===== src/hw/rtl/u8sd_pkg.sv =====
// u8sd_pkg: shared types and constants for the UTF-8 stream decoder.
// No dependencies.
package u8sd_pkg;

  localparam int unsigned ByteW   = 8;
  localparam int unsigned CpW     = 21;
  localparam int unsigned PendW   = 2;
  localparam int unsigned PayW    = 6;

  // Lead and continuation byte masks and patterns
  localparam logic [ByteW-1:0] ContMask  = 8'hC0;
  localparam logic [ByteW-1:0] ContPat   = 8'h80;
  localparam logic [ByteW-1:0] Lead2Mask = 8'hE0;
  localparam logic [ByteW-1:0] Lead2Pat  = 8'hC0;
  localparam logic [ByteW-1:0] Lead3Mask = 8'hF0;
  localparam logic [ByteW-1:0] Lead3Pat  = 8'hE0;
  localparam logic [ByteW-1:0] Lead4Mask = 8'hF8;
  localparam logic [ByteW-1:0] Lead4Pat  = 8'hF0;
  localparam logic [ByteW-1:0] PayMask   = 8'h3F;

  // Decoder state carried between items
  typedef struct packed {
    logic [PendW-1:0] pending;
    logic [CpW-1:0]   partial;
  } u8sd_state_t;

  // Outcome of decoding one item
  typedef struct packed {
    logic           emit;
    logic [CpW-1:0] code_point;
  } u8sd_result_t;

endpackage


===== src/hw/rtl/u8sd_step.sv =====
// u8sd_step: combinational decode of one byte against the current state.
// Depends on u8sd_pkg.
module u8sd_step import u8sd_pkg::*; (
  input  logic [ByteW-1:0] byte_i,
  input  logic             eos_i,
  input  u8sd_state_t      state_i,
  output u8sd_state_t      state_o,
  output u8sd_result_t     result_o
);

  logic             is_cont;
  logic [CpW-1:0]   shifted;
  logic [PendW-1:0] pend_dec;

  assign is_cont  = (byte_i & ContMask) == ContPat;
  assign shifted  = {state_i.partial[CpW-PayW-1:0], byte_i[PayW-1:0]};
  assign pend_dec = state_i.pending - PendW'(1);

  always_comb begin
    state_o  = state_i;
    result_o = '0;
    if ((state_i.pending != '0) && is_cont) begin
      // continuation: shift in six payload bits
      if (pend_dec == '0) begin
        result_o.emit       = 1'b1;
        result_o.code_point = shifted;
        state_o             = '0;
      end else begin
        state_o.pending = pend_dec;
        state_o.partial = shifted;
      end
    end else begin
      // lead byte; any open sequence is dropped (partial is zero when idle)
      state_o = '0;
      if (!byte_i[ByteW-1]) begin
        result_o.emit       = 1'b1;
        result_o.code_point = CpW'(byte_i);
      end else if ((byte_i & Lead2Mask) == Lead2Pat) begin
        state_o.pending = PendW'(1);
        state_o.partial = CpW'(byte_i[4:0]);
      end else if ((byte_i & Lead3Mask) == Lead3Pat) begin
        state_o.pending = PendW'(2);
        state_o.partial = CpW'(byte_i[3:0]);
      end else if ((byte_i & Lead4Mask) == Lead4Pat) begin
        state_o.pending = PendW'(3);
        state_o.partial = CpW'(byte_i[2:0]);
      end else if (state_i.pending == '0) begin
        // stray continuation or 11111xxx with nothing open: skipped
        state_o = state_i;
      end
    end
    if (eos_i) begin
      state_o = '0;
    end
  end

endmodule


===== src/hw/rtl/utf8_stream_decoder_core.sv =====
// UTF-8 stream decoder, one byte per item in, one code point per completed
// sequence out. Depends on u8sd_pkg and u8sd_step.
//
// Rate: one item per cycle sustained unless a result is held by out_stall_i.
// An item is held in the input register, decoded there against the running
// state, and its code point (if any) lands in the output register. The state
// update is a small decode plus a 6-bit shift-or and sets the cycle. Lead
// bytes start sequences of 1 to 4 bytes; invalid leads are skipped; a
// non-continuation byte inside a sequence drops it and starts afresh; the
// end-of-string mark drops any unfinished sequence after its byte is handled.
// No range, overlong or surrogate checks: any 21-bit value passes.
module utf8_stream_decoder_core import u8sd_pkg::*; (
  input  logic             clk_i,
  input  logic             rst_ni,
  // input channel
  input  logic             in_valid_i,
  output logic             in_stall_o,
  input  logic [ByteW-1:0] in_byte_i,
  input  logic             end_of_string_i,
  // output channel
  output logic             out_valid_o,
  input  logic             out_stall_i,
  output logic [CpW-1:0]   code_point_o
);

  // input register
  logic             in_valid_q, in_valid_d;
  logic [ByteW-1:0] byte_q;
  logic             eos_q;
  // decoder state
  u8sd_state_t      state_q, state_d;
  // result register
  logic             out_valid_q, out_valid_d;
  logic [CpW-1:0]   cp_q;

  u8sd_result_t     res;
  logic             out_free;   // result register can take a new value
  logic             consume;    // item in input register is processed
  logic             load_in;

  assign out_free = !out_valid_q || !out_stall_i;
  assign consume  = in_valid_q && out_free;
  assign load_in  = !in_valid_q || out_free;

  assign in_stall_o   = !load_in;
  assign out_valid_o  = out_valid_q;
  assign code_point_o = cp_q;

  u8sd_step u_step (
    .byte_i   (byte_q),
    .eos_i    (eos_q),
    .state_i  (state_q),
    .state_o  (state_d),
    .result_o (res)
  );

  always_comb begin
    in_valid_d = in_valid_q;
    if (load_in) begin
      in_valid_d = in_valid_i;
    end
    out_valid_d = out_valid_q;
    if (out_free) begin
      out_valid_d = consume && res.emit;
    end
  end

  always_ff @(posedge clk_i or negedge rst_ni) begin
    if (!rst_ni) begin
      in_valid_q  <= 1'b0;
      out_valid_q <= 1'b0;
      state_q     <= '0;
    end else begin
      in_valid_q  <= in_valid_d;
      out_valid_q <= out_valid_d;
      if (consume) begin
        state_q <= state_d;
      end
    end
  end

  // payload registers
  always_ff @(posedge clk_i) begin
    if (load_in && in_valid_i) begin
      byte_q <= in_byte_i;
      eos_q  <= end_of_string_i;
    end
    if (consume && res.emit) begin
      cp_q <= res.code_point;
    end
  end

endmodule


===== config.mk =====
export PLATFORM = sky130hd
export DESIGN_NAME = utf8_stream_decoder_core
export DESIGN_NICKNAME = d
export VERILOG_FILES = /design/src/hw/rtl/u8sd_pkg.sv /design/src/hw/rtl/u8sd_step.sv /design/src/hw/rtl/utf8_stream_decoder_core.sv
export SDC_FILE = /design/constraint.sdc
export NUM_CORES = 1
export LEC_CHECK = 0
export BUFFER_PORTS_ARGS = -buffer_cell sky130_fd_sc_hd__buf_4
export CAP_MARGIN = 10
export CORE_ASPECT_RATIO = 1.75
export CORE_MARGIN = 5
export CORE_UTILIZATION = 50
export DETAILED_ROUTE_END_ITERATION = 12
export GPL_TIMING_DRIVEN = 0
export MAX_ROUTING_LAYER = met4
export PLACE_DENSITY_LB_ADDON = 0.08
export SYNTH_ARGS = -nofsm -noshare
export SYNTH_HDL_FRONTEND = slang
export SYNTH_SLANG_ARGS = --single-unit

===== constraint.sdc =====
create_clock -name clk_i -period 6.3 [get_ports clk_i]
set_input_delay 0.315 -clock clk_i [delete_from_list [all_inputs] [get_ports clk_i]]
set_output_delay 0.315 -clock clk_i [all_outputs]
set_load 0.02 [all_outputs]

* Word level (Yosys, flattened, before mapping)
Cells that the tools add are included.
Storage, ports and cells: logic and storage cells 38, input bits 13, output and inout port bits 23, bits in registers 49
Operators by class: reductions and logical operators 14, $add $sub $neg 1, muxes and demuxes 11, equal/unequal tests 5
Operators with widths (count):
- 23-bit two-way mux | 8
- 22-bit two-way mux | 3
- 7-bit by 3-bit inequality test with 1-bit output (second input constant) | 1
- 5-bit equality test (second input constant) | 1
- 4-bit equality test (second input constant) | 1
- 1-bit logical AND | 4
- 1-bit logical NOT | 4
- 2-bit logical NOT | 2
- 3-bit equality test (second input constant) | 1
- 2-bit equality test (second input constant) | 1
- 1-bit logical OR | 2
- 2-bit AND reduction | 1
- 2-bit nonzero test | 1
- 2-bit by 1-bit subtractor with 2-bit output (second input constant) | 1

* Depth between registers and ports, before layout
Gate-level depths: netlist of run 1.
depth after elaboration 8, depth in mapped cells 7, mapped depth without buffers 6

* Modules after synthesis
From an unflattened synthesis of run 1, not the netlist that was laid out.
Unflattened totals: cells, all modules 205, area, all modules 2565.0 um^2
Modules (own cells, without submodules):
- utf8_stream_decoder_core | sequential area each 1526.5 um^2, area each 1868.0 um^2, instances 1, cells each 89
- u8sd_step | sequential area each 0.0 um^2, area each 696.9 um^2, instances 1, cells each 116

* Worst setup path after synthesis of run 1
Ideal clock, no wire load.
path kind reg2reg, start point register state_q[21] (netlist name), end point register cp_q[0] (netlist: code_point_o[0]), enable pin, period minus slack after synthesis 2185 ps, cell stages (with the launch flop) 6, arrival time 1806 ps, setup time 379 ps, buffers on the path 0, setup slack 4115 ps, required time 5921 ps, cell sequence dfrtp_1 -> inv_1 -> ha_1 -> and4bb_2 -> nand2b_1 -> and2_1
On the way: word-level cells in the longest chain between the ends 5, elaborated cells between the ends (all ways) 7, those cells by class add/sub (1); mux (2); reduce/logical (4)
RTL lines:
- start: declaration | RTL line utf8_stream_decoder_core.sv:31 | u8sd_state_t state_q, state_d;
- start signal: assignment | RTL line utf8_stream_decoder_core.sv:77 | state_q <= state_d;
- 2-bit by 1-bit subtractor with 2-bit output | RTL line u8sd_step.sv:17 | assign pend_dec = state_i.pending - PendW'(1);
- 2-bit logical NOT | RTL line u8sd_step.sv:24 | if (pend_dec == '0) begin
- 22-bit two-way mux | RTL line u8sd_step.sv:24
- 22-bit two-way mux * | RTL line u8sd_step.sv:22 | if ((state_i.pending != '0) && is_cont) begin
- 1-bit logical AND * | RTL line utf8_stream_decoder_core.sv:88 | if (consume && res.emit) begin
- end signal: assignment | RTL line utf8_stream_decoder_core.sv:89 | cp_q <= res.code_point;
- end: declaration | RTL line utf8_stream_decoder_core.sv:34 | logic [CpW-1:0] cp_q;
Every way passes the cells marked *; elsewhere a longest branch is shown, timed or not. A chain may end at the register's enable or synchronous reset.

* Worst setup path in the final report of run 1
start point register state_q[21] (netlist name), end point register cp_q[3] (netlist: code_point_o[3]), enable pin
The elaborated chain is that of the path after synthesis.

==> impl_metrics.ini, run 1 <==
[pwr]
irDropWorstVdd_mv = 0.321
p_per_area_nw_per_um2 = 274
totalPowerFinal_uw = 671
p_leak_nw = 1.02

[synthesis]
yosysTopAreaCell = edfxtp_1
synth.area.top_cells = edfxtp_1 (45%), dfrtp_1 (24%), and2_1 (6.9%), nand2_1 (5.6%), o21ai_0 (1.8%)
ys_seq_elements = 49
synth_nets = 173
syn_avg_cell_area_um2 = 12.7
syn_area_um2 = 2000
ys_warn_count = 0
netlist-cell-type-count = 29
synthCells = 158
synth_top_area_share_pct = 45.0
ys_seq_area_share_pct = 68.8

[die]
fp.dieH_um = 93.7
die-area_um2 = 5420
fp.dieW_um = 57.8
core-area_um2 = 3870
floorplan.initialDensity_pct = 51.7
io_pins = 36
rows = 30

[timing]
finalSetupViolCount = 0
worst_pin_slew_ns = 0.946
slew_headroom_pct = 36.9
fin_skew_ns = 0.00712
fin_setup_tns_ns = 0
finalCritPeriodShare_pct = 42.1
hold_violations = 0
maxSlewViolCount = 0
rsz0062_at_grt = false
fin_crit_ns = 2.65
max_freq_ghz = 0.377

[grt]
grt_pass1_vias = 1321
gr-total-overflow = 0
grt_pass1_wl_mm = 5.87
grt.total_usage_pct = 15.1
grt_max_degree = 22
antenna_found_initial = 0

[clocking]
htreeDepth = 2
clock_path_buffers = 2
path_clk_slew_ns = 0.08
cts_tree = built
cts_made_buffers = 5
cts_root_buffer = clkbuf_8
clock_latency_ns = 0.30
clock_sinks = 49

[critical_path]
worstPathBufferInverterCount = 1
path_cells = inv_1 > ha_1 > and4bb_2 > nand2b_1 > and2_1
critPathRequiredTime_ns = 6.22
crit_type = flip-flop to flip-flop
path_delay_family = simple AND/OR/NAND/NOR gates
r2r-start = state_q[21]$_DFFE_PN0P_
startpoint_type = flip-flop
crit_start = state_q[21]$_DFFE_PN0P_
cpPeakStageDelay_ns = 0.81
critPathArrivalTime_ns = 2.57
end_kind = flip-flop
slowest_stage = and2_1
worstPathMaxFanout = 21

[routing]
vias = 1291
ant_nets = 0
wl_mm = 3.57
drtIter0Drc = 33
dr.pass1.iters = 4
wl_per_cell_um = 14.3
remaining_drc_errors = 0
avgViaCountPerCell = 5.16

[cells_and_area]
nets = 216
layout.cells.most_common_list = buf_4 (36), nand2_1 (30), edfxtp_1 (30)
fin_util_pct = 63.4
n_fill_cell = 330
final_common_cell = buf_4
area_growth_pct = 22.6
drive_gt1_share_pct = 25.2
antenna_cells = 0

[hold_path]
min_from = in_byte_i[1]
min_path_type = input port to flip-flop

[placement]
dpl.hpwl_mm = 2.67
gp_congestion = 0.763
io_buffers = 35

[job]
drv_cap = 0

[outcome]
status = completed
-- kinds of logic (layout without fill, tap and decap cells) --
family,count (synthesis),after routing,synth area share [%]
flip-flops,49,49,68.8
adder cells (fa/ha/maj),2,2,1.25
AO/OA/AOI/OAI,26,26,8.26
AND/OR/NAND/NOR,68,68,17.9
buffers and inverters,13,57,3.81
-- power breakdown --
part / leakage [nW] / internal [mW] / switching (mW)
Clock: 0.0617 / 0.129 / 0.0983
Sequential: 0.548 / 0.359 / 0.00897
Combinational: 0.410 / 0.0306 / 0.0448
Total: 1.02 / 0.519 / 0.152
-- stage by stage --
step	setup slack, ns	std cells	hold slack [ns]	instance area, um2
after floorplan	4.11	158	0.0194	2000
after global placement	3.65	241	0.206	2320
after detailed placement	3.61	241	0.212	2320
after CTS	3.60	250	0.181	2450
after global routing	3.45	250	0.176	2450
final	3.65	250	0.191	2450
-- state kept, by name (all words and copies together) (netlist names) --
| name | count |
|---|---|
| eos_q | 1 |
| state_q | 17 |
| out_valid_o | 1 |
| code_point_o | 21 |
| byte_q | 8 |
| in_valid_q | 1 |
-- what timing repair did --
item / CTS / global route
hold endpoints to repair: 19 / 0
gates resized for setup: 0 / 0
hold buffers: 1 / 0
setup buffers: 0 / 0
-- routing by layer --
metal  share of wire [%]  vias up  GRT usage [%]
met2                  58       39           30.0
met1                  33      612           12.4
li1                    -      633              -
met5                   0        -              -
met3                 6.3        7           3.44
met4                 1.9        0           6.38
-- worst register-to-register path: stages, from the launching register on --
cell      delay [ns]
dfrtp_1         0.39
inv_1           0.06
ha_1            0.29
and4bb_2        0.45
nand2b_1        0.29
and2_1          0.81
-- cells in the mapped netlist --
| cell type | n |
|---|---|
| o21ai_1 | 7 |
| o22ai_1 | 1 |
| edfxtp_1 | 30 |
| a21boi_1 | 1 |
| nand2_1 | 30 |
| inv_1 | 7 |
| o2111ai_1 | 1 |
| nor2b_1 | 2 |
| nor2_1 | 2 |
| and4bb_2 | 2 |
| ha_1 | 2 |
| nand3b_1 | 1 |
| and2_1 | 22 |
| o31ai_1 | 3 |
| a21oi_1 | 1 |
| buf_6 | 3 |
| o21ai_0 | 7 |
| nand4bb_1 | 1 |
| buf_2 | 1 |
| o211ai_2 | 1 |
| a22o_1 | 1 |
| nor3_1 | 1 |
| buf_4 | 1 |
| nand2b_1 | 3 |
| a31oi_1 | 1 |
| dfrtp_1 | 19 |
| clkbuf_1 | 1 |
| nand3_1 | 4 |
| o41ai_1 | 2 |
-- cell type report --
| cell class | instances | area (um2) | area share (%) |
|---|---|---|---|
| clock buffer | 6 | 82.6 | 3.37 |
| clock inverter | 2 | 36.3 | 1.48 |
| timing repair buffer | 36 | 273 | 11.1 |
| sequential | 49 | 1380 | 56.1 |
| tap | 48 | 60.1 | 2.45 |
| buffer | 6 | 50.0 | 2.04 |
| multi-input combinational | 96 | 548 | 22.3 |
| inverter | 7 | 26.3 | 1.07 |
-- path summary, 6_finish.rpt --
path	cells after the start	endpoint	slack (ns)
setup / recovery	5	code_point_o[3]$_DFFE_PP_	3.65
hold / removal	1	byte_q[1]$_DFFE_PP_	0.19
setup reg to reg	5	code_point_o[3]$_DFFE_PP_	3.65
hold reg to reg	2	state_q[10]$_DFFE_PN0P_	0.49
max in group asynchronous	2	state_q[21]$_DFFE_PN0P_	5.65
min in group asynchronous	2	state_q[22]$_DFFE_PN0P_	0.43
Note: power is estimated with default switching activity, not from simulation.
==> inputs of run 2 (changes only) <==
- clock period: 6.3 -> 2.5 ns (I/O delays scaled with it)
==> run 2 against run 1 <==
  * Setup slack worse by 3.3 ns
  * Flip-flop and latch count stayed put
  * Global-route usage is 0.47 points higher
  * Die area stayed put
  * Register-to-register slack worse by 3.3 ns
  * Worst hold slack worse by 0.17 ns
  * Final cell count is 3.6% higher
  * Largest power group unchanged
  * Non-clock buffer count is 9 higher
  * Maximum frequency is 21% higher
  * Total power grew to 2.5 times the previous value
==> impl_metrics.ini, run 2 (same netlist as run 1, synthesis figures left out) <==
[pwr]
clock_power_share_pct = 33.7
switchingPower_uw = 386
switching_share_pct = 22.6
p_leak_nw = 1.06
power_frac_seq_pct = 54.4
p_int_mw = 1.32
totalPowerFinal_mw = 1.70
p_per_area_nw_per_um2 = 669
irDropWorstVdd_mv = 0.821
p_comb_share_pct = 11.9

[critical_path]
crit_type = flip-flop to flip-flop
worstPathBufferInverterCount = 1
crit_cells = 5
ff2ff_path_depth = 5
r2r-start = state_q[21]$_DFFE_PN0P_
startpoint_type = flip-flop
critPathArrivalTime_ns = 2.16
reg2reg_setup_slack_ns = 0.31
path_cells = inv_1 > ha_1 > and4bb_2 > nand2b_1 > and2_4
cpPeakStageDelay_ns = 0.44
critPathRequiredTime_ns = 2.47
worstPathMaxFanout = 21
end_kind = flip-flop
slowest_stage = and4bb_2
path_delay_family = simple AND/OR/NAND/NOR gates
crit_end = code_point_o[3]$_DFFE_PP_
reg2reg_to = code_point_o[3]$_DFFE_PP_
crit_start = state_q[21]$_DFFE_PN0P_

[cells_and_area]
largest_reg_flops = 21
drive_gt1_share_pct = 24.6
design_area_um2 = 2540
nets = 225
final_common_cell = buf_4
area_growth_pct = 27.2
layout.cells.most_common_list = buf_4 (36), nand2_1 (30), edfxtp_1 (30)
antenna_cells = 0

[clocking]
clock_path_buffers = 2
path_clk_slew_ns = 0.08
cts_tree = built
clock_latency_ns = 0.29
clock_sinks = 49
cts_setup_buffers = 0
cts_made_buffers = 5
htreeDepth = 2
cts_root_buffer = clkbuf_8

[die]
fp.dieW_um = 57.8
rows = 30
fp.dieH_um = 93.7
core-area_um2 = 3870
die-area_um2 = 5420
io_pins = 36
floorplan.initialDensity_pct = 51.7

[timing]
maxSlewViolCount = 0
rsz0062_at_grt = false
fin_skew_ns = 0.00744
finalSetupViolCount = 0
hold_violations = 0
slew_headroom_pct = 71.1
max_freq_ghz = 0.457
finalCritPeriodShare_pct = 87.5
fin_crit_ns = 2.19
worst_pin_slew_ns = 0.432

[hold_path]
min_path_type = input port to flip-flop

[routing]
dr.pass1.iters = 4
avgViaCountPerCell = 5.08
wl_per_cell_um = 14.3
ant_nets = 0
wl_mm = 3.69
vias = 1316
drtIter0Drc = 32
remaining_drc_errors = 0

[placement]
dpl.hpwl_mm = 2.67
gp_congestion = 0.763
io_buffers = 35
placed_area_um2 = 2320

[grt]
antenna_found_initial = 0
grt.total_usage_pct = 15.5
gr-total-overflow = 0
grt_max_degree = 22
grt_pass1_wl_mm = 6.07
grt_pass1_vias = 1363

[outcome]
status = completed

[job]
drv_cap = 0
==> run 2: cell count changes in the layout (fill, tap and decap cells not counted), sizes merged <==
cell / previous run / this run
dlygate4sd3: 1 / 10
==> run 2: per-stage QoR <==
step / utilization (%) / hold WS (ns) / setup slack, ns / std cells / TNS (ns)
floorplan: - / -0.171 / 0.315 / 158 / 0
global placement: 60.1 / 0.0160 / -0.145 / 241 / -3.04
detailed placement: 60.1 / 0.0224 / -0.187 / 241 / -3.90
CTS: 65.3 / 0.000165 / 0.102 / 257 / 0
global route: 65.8 / 0.0290 / 0.173 / 259 / 0
finish: 65.8 / 0.0194 / 0.314 / 259 / 0
==> run 2: power by group through the flow <==
stage	registers, mW	logic, mW	clock network [mW]
after floorplan	0.965	0.0895	0
after global placement	0.943	0.187	0
after detailed placement	0.945	0.191	0
after CTS	0.927	0.202	0.587
after global routing	0.932	0.221	0.621
final	0.927	0.203	0.573
==> run 2: worst min path at each step <==
| stage | from | endpoint | cells after the start |
|---|---|---|---|
| after global routing | in_valid_i | in_valid_q$_DFFE_PN0N_ | 2 |
| final | in_valid_i | in_valid_q$_DFFE_PN0N_ | 2 |
| after global placement | rst_ni | in_valid_q$_DFFE_PN0N_ | 1 |
| after floorplan | rst_ni | in_valid_q$_DFFE_PN0N_ | 0 |
| after CTS | end_of_string_i | eos_q$_DFFE_PP_ | 1 |
| after detailed placement | rst_ni | in_valid_q$_DFFE_PN0N_ | 1 |
==> run 2: metal layers <==
layer  routed length [um]  GRT usage [%]  up-vias
met5                    0              -        -
met2                 2200           31.0       37
met4                   70           6.38        0
li1                     -              -      652
met1                 1230           12.9      620
met3                  199           3.30        7
==> run 2: cell type report <==
class                      instances  area [um2]
buffer                             6        50.0
clock buffer                       6        82.6
clock inverter                     2        36.3
fill                             317        1320
inverter                           7        26.3
multi-input combinational         96         551
sequential                        49        1380
tap                               48        60.1
timing repair buffer              45         363
==> run 2: what timing repair did <==
item / CTS / global route
resized for setup: 1 / 1
setup endpoints to repair: 21 / 21
hold buffers: 8 / 2
hold endpoints to repair: 26 / 2
==> inputs of run 3 (changes only) <==
- REMOVE_ABC_BUFFERS: unset -> 1
==> run 3 against run 2 <==
  * Largest cell class unchanged
  * Largest power group unchanged
  * Highest routed layer unchanged
  * Combinational power shrank 9%
  * Final cell count fell by 1.9%
  * Critical path depth did not move
  * Die area unchanged
  * Critical endpoint is now code_point_o[9]$_SDFFCE_PN0P_
  * Total power is 8.1% lower
  * Global-route usage fell by 0.23 points
==> impl_metrics.ini, run 3 (same netlist as run 1, synthesis figures left out) <==
[timing]
max_freq_ghz = 0.438
hold_violations = 0
finalSetupViolCount = 0
maxSlewViolCount = 0
rsz0062_at_grt = false
fin_crit_ns = 2.28
worst_slack_ns = 0.217
finalCritPeriodShare_pct = 91.3
worst_pin_slew_ns = 0.658
whs_ns = 0.0106
fin_skew_ns = 0.00652
slew_headroom_pct = 56.0
fin_setup_tns_ns = 0

[grt]
antenna_found_initial = 0
grt_max_degree = 35
grt_pass1_vias = 1361
grt_pass1_wl_mm = 6.06
gr-total-overflow = 0
grt.total_usage_pct = 15.3

[clocking]
cts_tree = built
clock_latency_ns = 0.30
cts_setup_buffers = 0
cts_root_buffer = clkbuf_8
htreeDepth = 2
path_clk_slew_ns = 0.09
cts_made_buffers = 5
clock_sinks = 49
clock_path_buffers = 2

[die]
fp.dieW_um = 57.8
floorplan.initialDensity_pct = 51.7
io_pins = 36
rows = 30
core-area_um2 = 3870
fp.dieH_um = 93.7
die-area_um2 = 5420

[cells_and_area]
drive_gt1_share_pct = 22.8
seq_area_um2 = 1380
largest_reg_flops = 21
n_fill_cell = 305
nets = 220
antenna_cells = 0
multiInputGateArea_um2 = 551
layout.cells.most_common_list = buf_4 (35), nand2_1 (30), edfxtp_1 (30)
area_growth_pct = 23.6
final_common_cell = buf_4

[critical_path]
startpoint_type = flip-flop
slowest_stage = and4bb_2
critPathRequiredTime_ns = 2.49
path_cells = inv_1 > ha_1 > and4bb_2 > nand2b_1 > and2_4
worstPathMaxFanout = 21
critPathArrivalTime_ns = 2.27
end_kind = flip-flop
crit_type = flip-flop to flip-flop
cpPeakStageDelay_ns = 0.53

[placement]
io_buffers = 35
dpl.hpwl_mm = 2.40
dp_slack_ns = -0.268
gp_congestion = 0.731

[routing]
ant_nets = 0
remaining_drc_errors = 0
avgViaCountPerCell = 4.99
dr.pass1.iters = 4
vias = 1267
wl_per_cell_um = 13.4
wl_mm = 3.40
drtIter0Drc = 17

[hold_path]
min_path_type = input port to flip-flop

[pwr]
totalPowerFinal_mw = 1.56
irDropWorstVdd_mv = 0.429
p_leak_nw = 1.02
p_per_area_nw_per_um2 = 632

[job]
drv_cap = 0

[outcome]
status = completed
==> run 3: cell types whose count changed in the layout (fill, tap and decap cells not counted) <==
cell / delta
clkinv_1: +1
buf_2: -1
clkbuf_1: -1
buf_4: -1
buf_6: -2
clkinv_4: +1
bufinv_16: -1
clkinv_2: +1
clkbuf_8: -1
inv_4: -1
==> run 3: critical path, delay by kind of cell, from the launching register on <==
family | cells | cell delay (ns)
adder cells (fa/ha/maj) | 1 | 0.28
flip-flops | 1 | 0.40
buffers and inverters | 1 | 0.06
AND/OR/NAND/NOR | 3 | 1.19
==> run 3: final cells by class <==
cell class                      count  area share [%]
Clock buffer                        5            2.78
Sequential cell                    49            55.6
Clock inverter                      3           0.708
Tap cell                           48            2.43
Inverter                            7            1.06
Timing Repair Buffer               46            15.1
Multi-Input combinational cell     96            22.3
==> run 3: report_power, final <==
| part | internal, mW | switching, mW | leakage, nW |
|---|---|---|---|
| logic | 0.0786 | 0.105 | 0.426 |
| registers | 0.904 | 0.0244 | 0.548 |
| clock network | 0.194 | 0.258 | 0.0455 |
| total | 1.18 | 0.388 | 1.02 |
==> run 3: path summary, 6_finish.rpt <==
path                                               from                       endpoint  slack, ns  cells past startpoint
min in group asynchronous                        rst_ni         in_valid_q$_DFFE_PN0N_       0.24                      2
max in group asynchronous                        rst_ni         state_q[5]$_DFFE_PN0P_       2.04                      2
worst max register to register  state_q[21]$_DFFE_PN0P_  code_point_o[9]$_SDFFCE_PN0P_       0.22                      5
worst min-delay path                         in_valid_i         in_valid_q$_DFFE_PN0N_       0.01                      2
worst max-delay path            state_q[21]$_DFFE_PN0P_  code_point_o[9]$_SDFFCE_PN0P_       0.22                      5
worst min register to register  state_q[10]$_DFFE_PN0P_        state_q[10]$_DFFE_PN0P_       0.48                      2
==> run 3: through the flow <==
step | area [um2] | instances | util, %
4_1_cts | 2460 | 253 | 63.7
3_3_place_gp | 2270 | 235 | 58.8
3_5_place_dp | 2270 | 235 | 58.8
6_report | 2470 | 254 | 64.0
2_1_floorplan | 1950 | 152 | -
5_1_grt | 2470 | 254 | 64.0
==> run 3: routing by layer <==
layer	global-route usage, %	up-vias	part of all wire (%)
met1	14.8	584	36
met3	3.71	6	6.5
met2	27.5	36	55
met5	-	-	0
met4	7.54	0	2.4
li1	-	641	-
==> run 3: repair_timing <==
action / CTS / global route
endpoints found under the setup margin: 21 / 21
endpoints found under the hold margin: 28 / 0
gates resized for setup: 1 / 1
hold buffers: 10 / 0
